===== config.mk =====
export PLATFORM = sky130hd
export DESIGN_NAME = ordered_list_append_delete
export DESIGN_NICKNAME = d
export VERILOG_FILES = /design/src/hw/rtl/olad_pkg.sv /design/src/hw/rtl/olad_alloc.sv /design/src/hw/rtl/ordered_list_append_delete.sv
export SDC_FILE = /design/constraint.sdc
export NUM_CORES = 1
export LEC_CHECK = 0
export BUFFER_PORTS_ARGS = -buffer_cell sky130_fd_sc_hd__buf_4
export CAP_MARGIN = 10
export CORE_MARGIN = 3
export CORE_UTILIZATION = 30
export CTS_BUF_LIST = sky130_fd_sc_hd__clkbuf_4 sky130_fd_sc_hd__clkbuf_8
export DETAILED_ROUTE_END_ITERATION = 12
export HOLD_SLACK_MARGIN = 0.1
export PLACE_DENSITY = 0.54
export SLEW_MARGIN = 30
export SYNTH_ARGS = -nofsm -noshare
export SYNTH_HDL_FRONTEND = slang
export SYNTH_HIERARCHICAL = 1
export SYNTH_SLANG_ARGS = --single-unit

===== constraint.sdc =====
create_clock -name clk -period 7.66 [get_ports clk]
set_clock_uncertainty 0.05 [all_clocks]
set_input_delay 1.149 -clock clk [delete_from_list [all_inputs] [get_ports clk]]
set_output_delay 1.149 -clock clk [all_outputs]
set_load 0.01 [all_outputs]

===== src/hw/rtl/olad_pkg.sv =====
// Shared types and codes for the ordered list block.
// No dependencies; imported by olad_alloc and ordered_list_append_delete.
`default_nettype none

package olad_pkg;

  // Input action codes
  localparam logic ACT_APPEND = 1'b0;
  localparam logic ACT_DELETE = 1'b1;

  // Result status codes
  typedef enum logic [2:0] {
    ST_APPENDED = 3'd0,
    ST_FULL     = 3'd1,
    ST_EMPTY    = 3'd2,
    ST_HEAD     = 3'd3,
    ST_ONLY     = 3'd4,
    ST_TAIL     = 3'd5,
    ST_MIDDLE   = 3'd6,
    ST_NOTFOUND = 3'd7
  } status_t;

  // Free list commands from the sequencer
  typedef struct packed {
    logic pop;   // take free_head for an append
    logic push;  // return an unlinked entry to the front
  } alloc_cmd_t;

endpackage

`default_nettype wire


===== src/hw/rtl/olad_alloc.sv =====
// Free entry allocator: recycled stack head plus a fresh-entry watermark.
// Depends on olad_pkg (alloc_cmd_t).
`default_nettype none

module olad_alloc #(
  parameter int CAPACITY = 16
) (
  input  wire logic                           clk,
  input  wire logic                           rst_n,
  input  wire olad_pkg::alloc_cmd_t           cmd,
  input  wire logic [$clog2(CAPACITY+1)-1:0]  pop_link,   // next link of free_head
  input  wire logic [$clog2(CAPACITY+1)-1:0]  push_idx,
  output logic      [$clog2(CAPACITY+1)-1:0]  free_head,
  output logic                                is_fresh,   // free_head never used yet
  output logic                                full
);
  import olad_pkg::*;

  localparam int IW = $clog2(CAPACITY+1);
  localparam logic [IW-1:0] NIL = IW'(CAPACITY);

  logic [IW-1:0] free_head_r, free_head_nxt;
  logic [IW-1:0] fresh_r, fresh_nxt;

  // Entries at or above the watermark still form the reset chain in order,
  // so their links need no storage.
  assign is_fresh  = (free_head_r == fresh_r);
  assign full      = (free_head_r == NIL);
  assign free_head = free_head_r;

  always_comb begin
    free_head_nxt = free_head_r;
    fresh_nxt     = fresh_r;
    if (cmd.pop) begin
      if (is_fresh) begin
        fresh_nxt     = fresh_r + IW'(1);
        free_head_nxt = fresh_r + IW'(1);
      end else begin
        free_head_nxt = pop_link;
      end
    end else if (cmd.push) begin
      free_head_nxt = push_idx;
    end
  end

  always_ff @(posedge clk) begin
    if (!rst_n) begin
      free_head_r <= '0;
      fresh_r     <= '0;
    end else begin
      free_head_r <= free_head_nxt;
      fresh_r     <= fresh_nxt;
    end
  end

endmodule

`default_nettype wire


===== src/hw/rtl/ordered_list_append_delete.sv =====
// Ordered list with append at tail and delete of first equal value.
// Steps: full/empty and a fresh-entry append are answered from S_START; a
// recycled-entry append first reads the entry's link in S_POPRD; a delete walks
// from the head in S_WALK, plus S_LINK for a middle entry. One word at a time.
// The walk does one read of the value/link memories per cycle while it advances.
// Reset: synchronous, active low; empties the list, no memory clearing pass.
`default_nettype none

module ordered_list_append_delete #(
  parameter int CAPACITY    = 16,
  parameter int VALUE_WIDTH = 32
) (
  input  wire logic               clk,
  input  wire logic               rst_n,
  // input words
  input  wire logic               in_valid,
  output logic                    in_ready,
  input  wire logic               in_action,
  input  wire logic signed [31:0] in_item_value,
  // result words
  output logic                    out_valid,
  input  wire logic               out_ready,
  output logic        [2:0]       out_status,
  output logic        [4:0]       out_entry_count
);
  import olad_pkg::*;

  localparam int IW = $clog2(CAPACITY+1);        // link width, holds null
  localparam int AW = $clog2(CAPACITY);          // memory address width
  localparam logic [IW-1:0] NIL = IW'(CAPACITY);

  typedef enum logic [2:0] {
    S_IDLE,   // waiting for an input word
    S_START,  // decode the word against head/tail/free state
    S_POPRD,  // link of a recycled free entry is being read
    S_WALK,   // one list entry per cycle from the head; may wait on the output at the end
    S_LINK    // middle removal: splice predecessor to successor
  } state_t;

  state_t state_r, state_nxt;

  // Captured word
  logic                   act_r, act_nxt;
  logic [VALUE_WIDTH-1:0] val_r, val_nxt;

  // List pointers
  logic [IW-1:0] head_r, head_nxt;
  logic [IW-1:0] tail_r, tail_nxt;
  logic [IW-1:0] cnt_r, cnt_nxt;
  logic [IW-1:0] cur_r, cur_nxt;     // entry under compare
  logic [IW-1:0] prev_r, prev_nxt;   // entry walked just before it

  // Result register
  logic          out_valid_r, out_valid_nxt;
  status_t       out_status_r, out_status_nxt;
  logic [4:0]    out_count_r, out_count_nxt;

  // Value and forward link memories, one shared read address
  logic [VALUE_WIDTH-1:0] val_mem [CAPACITY];
  logic [IW-1:0]          nxt_mem [CAPACITY];
  logic [VALUE_WIDTH-1:0] val_rd_r;
  logic [IW-1:0]          nxt_rd_r;
  logic                   rd_en;
  logic [AW-1:0]          rd_addr;
  logic                   val_we;
  logic [AW-1:0]          val_waddr;
  logic                   nxt_we;
  logic [AW-1:0]          nxt_waddr;
  logic [IW-1:0]          nxt_wdata;

  // Free list
  alloc_cmd_t    cmd;
  logic [IW-1:0] free_head;
  logic          is_fresh;
  logic          full;

  // Step control
  logic          out_free;
  logic          app_go;   // link free_head in at the tail
  logic          rel_go;   // push cur onto the free list
  logic          fin;
  status_t       fin_status;

  olad_alloc #(
    .CAPACITY (CAPACITY)
  ) u_alloc (
    .clk       (clk),
    .rst_n     (rst_n),
    .cmd       (cmd),
    .pop_link  (nxt_rd_r),
    .push_idx  (cur_r),
    .free_head (free_head),
    .is_fresh  (is_fresh),
    .full      (full)
  );

  assign out_free  = !out_valid_r || out_ready;
  assign in_ready  = (state_r == S_IDLE);
  assign out_valid = out_valid_r;
  assign out_status      = out_status_r;
  assign out_entry_count = out_count_r;

  // Reads and writes never hit the same cycle, so no forwarding is needed:
  // reads occur only in S_START / S_WALK steps, writes only on append, release or splice.
  always_comb begin
    state_nxt      = state_r;
    act_nxt        = act_r;
    val_nxt        = val_r;
    head_nxt       = head_r;
    tail_nxt       = tail_r;
    cnt_nxt        = cnt_r;
    cur_nxt        = cur_r;
    prev_nxt       = prev_r;
    out_valid_nxt  = out_valid_r && !out_ready;
    out_status_nxt = out_status_r;
    out_count_nxt  = out_count_r;
    rd_en          = 1'b0;
    rd_addr        = '0;
    val_we         = 1'b0;
    val_waddr      = '0;
    nxt_we         = 1'b0;
    nxt_waddr      = '0;
    nxt_wdata      = '0;
    cmd            = '0;
    app_go         = 1'b0;
    rel_go         = 1'b0;
    fin            = 1'b0;
    fin_status     = ST_APPENDED;

    unique case (state_r)
      S_IDLE: begin
        if (in_valid) begin
          act_nxt   = in_action;
          val_nxt   = VALUE_WIDTH'(in_item_value);  // sign-extend or truncate
          state_nxt = S_START;
        end
      end
      S_START: begin
        if (act_r == ACT_APPEND) begin
          if (full) begin
            if (out_free) begin
              fin        = 1'b1;
              fin_status = ST_FULL;
            end
          end else if (is_fresh) begin
            app_go = out_free;
          end else begin
            rd_en     = 1'b1;
            rd_addr   = free_head[AW-1:0];
            state_nxt = S_POPRD;
          end
        end else begin
          if (head_r == NIL) begin
            if (out_free) begin
              fin        = 1'b1;
              fin_status = ST_EMPTY;
            end
          end else begin
            rd_en     = 1'b1;
            rd_addr   = head_r[AW-1:0];
            cur_nxt   = head_r;
            prev_nxt  = NIL;
            state_nxt = S_WALK;
          end
        end
      end
      S_POPRD: begin
        app_go = out_free;
      end
      S_WALK: begin
        // tail is detected by index, so its stored link is never followed
        if (val_rd_r == val_r) begin
          if (cur_r == head_r) begin
            if (out_free) begin
              rel_go = 1'b1;
              fin    = 1'b1;
              if (cur_r == tail_r) begin
                head_nxt   = NIL;
                tail_nxt   = NIL;
                fin_status = ST_ONLY;
              end else begin
                head_nxt   = nxt_rd_r;
                fin_status = ST_HEAD;
              end
            end
          end else if (cur_r == tail_r) begin
            if (out_free) begin
              rel_go     = 1'b1;
              tail_nxt   = prev_r;
              fin        = 1'b1;
              fin_status = ST_TAIL;
            end
          end else begin
            rel_go    = 1'b1;
            state_nxt = S_LINK;
          end
        end else if (cur_r == tail_r) begin
          if (out_free) begin
            fin        = 1'b1;
            fin_status = ST_NOTFOUND;
          end
        end else begin
          rd_en    = 1'b1;
          rd_addr  = nxt_rd_r[AW-1:0];
          prev_nxt = cur_r;
          cur_nxt  = nxt_rd_r;
        end
      end
      S_LINK: begin
        // successor link still held in the read register
        if (out_free) begin
          nxt_we     = 1'b1;
          nxt_waddr  = prev_r[AW-1:0];
          nxt_wdata  = nxt_rd_r;
          fin        = 1'b1;
          fin_status = ST_MIDDLE;
        end
      end
      default: begin
        state_nxt = S_IDLE;
      end
    endcase

    if (app_go) begin
      val_we    = 1'b1;
      val_waddr = free_head[AW-1:0];
      if (tail_r != NIL) begin
        nxt_we    = 1'b1;
        nxt_waddr = tail_r[AW-1:0];
        nxt_wdata = free_head;
      end else begin
        head_nxt = free_head;
      end
      tail_nxt   = free_head;
      cnt_nxt    = cnt_r + IW'(1);
      cmd.pop    = 1'b1;
      fin        = 1'b1;
      fin_status = ST_APPENDED;
    end

    if (rel_go) begin
      nxt_we    = 1'b1;
      nxt_waddr = cur_r[AW-1:0];
      nxt_wdata = free_head;
      cnt_nxt   = cnt_r - IW'(1);
      cmd.push  = 1'b1;
    end

    if (fin) begin
      out_valid_nxt  = 1'b1;
      out_status_nxt = fin_status;
      out_count_nxt  = 5'(cnt_nxt);
      state_nxt      = S_IDLE;
    end
  end

  always_ff @(posedge clk) begin
    if (!rst_n) begin
      state_r     <= S_IDLE;
      head_r      <= NIL;
      tail_r      <= NIL;
      cnt_r       <= '0;
      out_valid_r <= 1'b0;
    end else begin
      state_r     <= state_nxt;
      head_r      <= head_nxt;
      tail_r      <= tail_nxt;
      cnt_r       <= cnt_nxt;
      out_valid_r <= out_valid_nxt;
    end
    act_r        <= act_nxt;
    val_r        <= val_nxt;
    cur_r        <= cur_nxt;
    prev_r       <= prev_nxt;
    out_status_r <= out_status_nxt;
    out_count_r  <= out_count_nxt;
  end

  // Memories: one write port each, shared registered read
  always_ff @(posedge clk) begin
    if (val_we) begin
      val_mem[val_waddr] <= val_r;
    end
    if (nxt_we) begin
      nxt_mem[nxt_waddr] <= nxt_wdata;
    end
    if (rd_en) begin
      val_rd_r <= val_mem[rd_addr];
      nxt_rd_r <= nxt_mem[rd_addr];
    end
  end

endmodule

`default_nettype wire

==> impl_metrics.yaml <==
status:
  status: "finished, final reports clean"
clock_tree:
  root_buffer: "clkbuf_8"
  cts.path.max_buffers: 3
  cts_tree: "done"
  cts_setup_buffers: 0
  path_clk_slew_ns: 0.06
  clock_sinks: 709
  cts-resized-gates: 0
  clkLatencyLatePin_ns: 0.77
  h-tree-depth: 3
  cts_buffers: 117
  postCtsHoldBufs: 0
placed_design:
  place.port_buffers: 46
  dp_cells: 3676
  dp_hpwl_mm: 47.69
  place_ws_ns: 2.335
  gp_congestion: 0.8246
synth:
  async_reset_ff_share_pct: 0
  synth_cells: 2421
  ys_warn_count: 6
  synth_top_family_by_area: "compound AO/OA/AOI/OAI gates"
  seq_area_frac_synth_pct: 67.95
  synth_ff_type: "edfxtp_1"
  yosysTopAreaCell: "edfxtp_1"
  synthMuxAreaShare_pct: 2.838
  synth.distinct_cells: 71
  yosys.area_share.adder_pct: 0.1215
  synth_edf_count: 680
  avgSynthCellArea_sq_um: 12.76
  syn-num-nets: 2461
  synth_top_area_share_pct: 66.08
  yosys.area_share.simple_pct: 11.47
  yosys-top-cells-area: "edfxtp_1, nand2_1, a21oi_1"
  synthXorXnorAreaFrac_pct: 1.530
  synth_seq_cells: 709
  synth_area_sq_um: 30900
  synth_compound_area_share_pct: 12.90
pwr:
  power_mw: 10.27
  irDropWorstVdd_uv: 168.1
  power_density_nw_per_um2: 293.5
  power.leakage_nw: 11.79
routing:
  routed_wl_mm: 91.91
  drc_errors: 0
  ant_nets: 0
  drt_iter0_drc: 2252
  first_pass_iters: 6
  routedWlPerCell_um: 23.65
  vias: 21160
  avgViaCountPerCell: 5.446
timing:
  finalSetupTns_ns: 0
  worstMarginPinSlew_ns: 0.9774
  fin_crit_sh_pct: 70.90
  slew_violations: 0
  max_slew_margin_pct: 34.84
  finalSetupViolCount: 0
  rsz0062_at_grt: "false"
  finalCriticalPeriod_ns: 5.431
  worst_slack_ns: 2.229
  fmax_ghz: 0.1841
  hold_viol: 0
die:
  start_util_pct: 30.29
  fp.coreArea_sq_um: 102000
  rows: 117
  die_area_sq_um: 106900
  ios: 47
  dieHeight_um: 327.0
  die-width_um: 327.0
global_routing:
  antenna_found_initial: 1
  grt_max_degree: 169
  grt_pass1_vias: 21280
  grt_pass1_wl_mm: 137.3
  overflow: 0
  track_usage_pct: 16.83
critical_path:
  crit-reg2reg-launch: "val_r[11]"
  r2r_end: "val_rd_r[11]"
  worst_r2r_path_depth: 10
  r2r_slack_ns: 2.23
  cp-start-kind: "flip-flop"
  critical_path.endpoint_type: "flip-flop"
  critPathArrivalTime_ns: 6.02
  cp_max_fo: 168
  critPathKind: "reg -> reg"
  cp.required_ns: 8.25
finish:
  syn_to_final_growth_pct: 13.24
  ff_latch_area_sq_um: 21000
  nFillCells: 9926
  final_cells: 3886
  layout-drive-gt1-share_pct: 12.84
  final_common_cell: "edfxtp_1"
  final_cell_mix: "edfxtp_1, nand2_1, a21oi_1, clkbuf_8, o21ai_0"
  final_nets: 2469
  multi_input_area_sq_um: 9161
hold_path:
  hold_path_startpoint: "tail_r[2]"
  min_path_type: "reg -> reg"
  min_to: "tail_r[2]"
  hold_depth: 2
job:
  drv_cap: 0
==> through the flow <==
step | utilization, % | hold WS (ns) | area [sq um]
floorplan | - | 0.4192 | 30900
global placement | 31.94 | 0.4390 | 32590
detailed placement | 31.98 | 0.4507 | 32630
CTS | 34.24 | 0.4294 | 34940
global route | 34.30 | 0.4410 | 34990
finish | 34.30 | 0.4638 | 34990
==> power by group <==
group	leakage (nW)	internal [mW]	switching (mW)
clock	1.21	1.78	1.56
combinational	4.27	0.587	1.28
sequential	6.31	4.74	0.326
total	11.8	7.11	3.16
==> sequential cells by signal, summed over array words and instances, names as in the netlist <==
register,flops
state_r,3
cnt_r,5
nxt_mem,80
tail_r,5
out_status,3
u_alloc/fresh_r,5
val_rd_r,32
cur_r,5
val_r,32
val_mem,512
prev_r,5
u_alloc/free_head,5
out_valid,1
nxt_rd_r,5
head_r,5
out_entry_count,5
act_r,1
==> worst max-delay path, stage by stage, from the launching register on <==
cell       delay [ns]
edfxtp_1         0.64
xor2_1           0.28
nor4_1           0.53
nand4_1          0.61
nor2_4           0.30
buf_4            0.60
o21a_4           0.70
buf_12           0.68
o311ai_0         0.39
o2111ai_1        0.19
a211o_1          0.15
==> final cells by class <==
cell class	instances	area share [%]
clock inverters	54	1.212
multi-input cells	1501	26.18
inverters	8	0.08581
well taps	1368	4.891
repair buffers	92	2.217
flip-flops and latches	709	60.01
diodes	2	0.01430
clock buffers	152	5.388
==> how the worst max path moves through the flow <==
stage,start,endpoint,slack (ns),cells past startpoint
finish,val_r[11],val_rd_r[11],2.23,10
global route,val_r[12],val_rd_r[11],1.92,10
detailed placement,val_r[12],val_rd_r[11],2.34,10
global placement,val_r[12],val_rd_r[11],2.37,10
CTS,val_r[12],val_rd_r[4],2.28,9
floorplan,u_alloc/free_head[3],val_mem[15][0],3.23,13
==> cell usage after synthesis, types with 4 or more instances <==
library cell	count
inv_1	7
nor2b_1	5
nand2b_1	15
o2111ai_1	37
nand3_1	84
a22oi_1	5
xnor2_1	14
or3_1	5
o21ai_0	89
o311ai_1	19
clkbuf_1	93
and3_1	4
nand2_1	370
xor2_1	40
a311oi_1	4
mux2i_1	82
buf_2	90
a21o_1	7
edfxtp_1	680
a221oi_1	39
o311ai_0	20
nor4_1	11
a211o_1	37
nand4_1	77
a31oi_1	5
and2_1	51
mux2_2	5
a22o_1	9
nor2_1	55
a21oi_1	238
dfxtp_1	29
buf_4	15
nor3_1	52
o211ai_1	75
==> cell families (layout without fill, tap and decap cells) <==
family / Yosys count / in the layout
other cells: 0 / 2
simple gates: 750 / 750
fa+ha+maj: 3 / 3
xor+xnor: 54 / 54
flops: 709 / 709
compound gates: 607 / 607
buf+inv: 211 / 306
mux: 87 / 87
==> per-layer routing <==
metal | share of wire, % | GRT usage (%)
met5 | 0 | 0
met4 | 2.9 | 5.914
met3 | 7.8 | 3.371
met2 | 46 | 26.62
met1 | 43 | 23.04
Note: power is estimated with default switching activity, not from simulation.
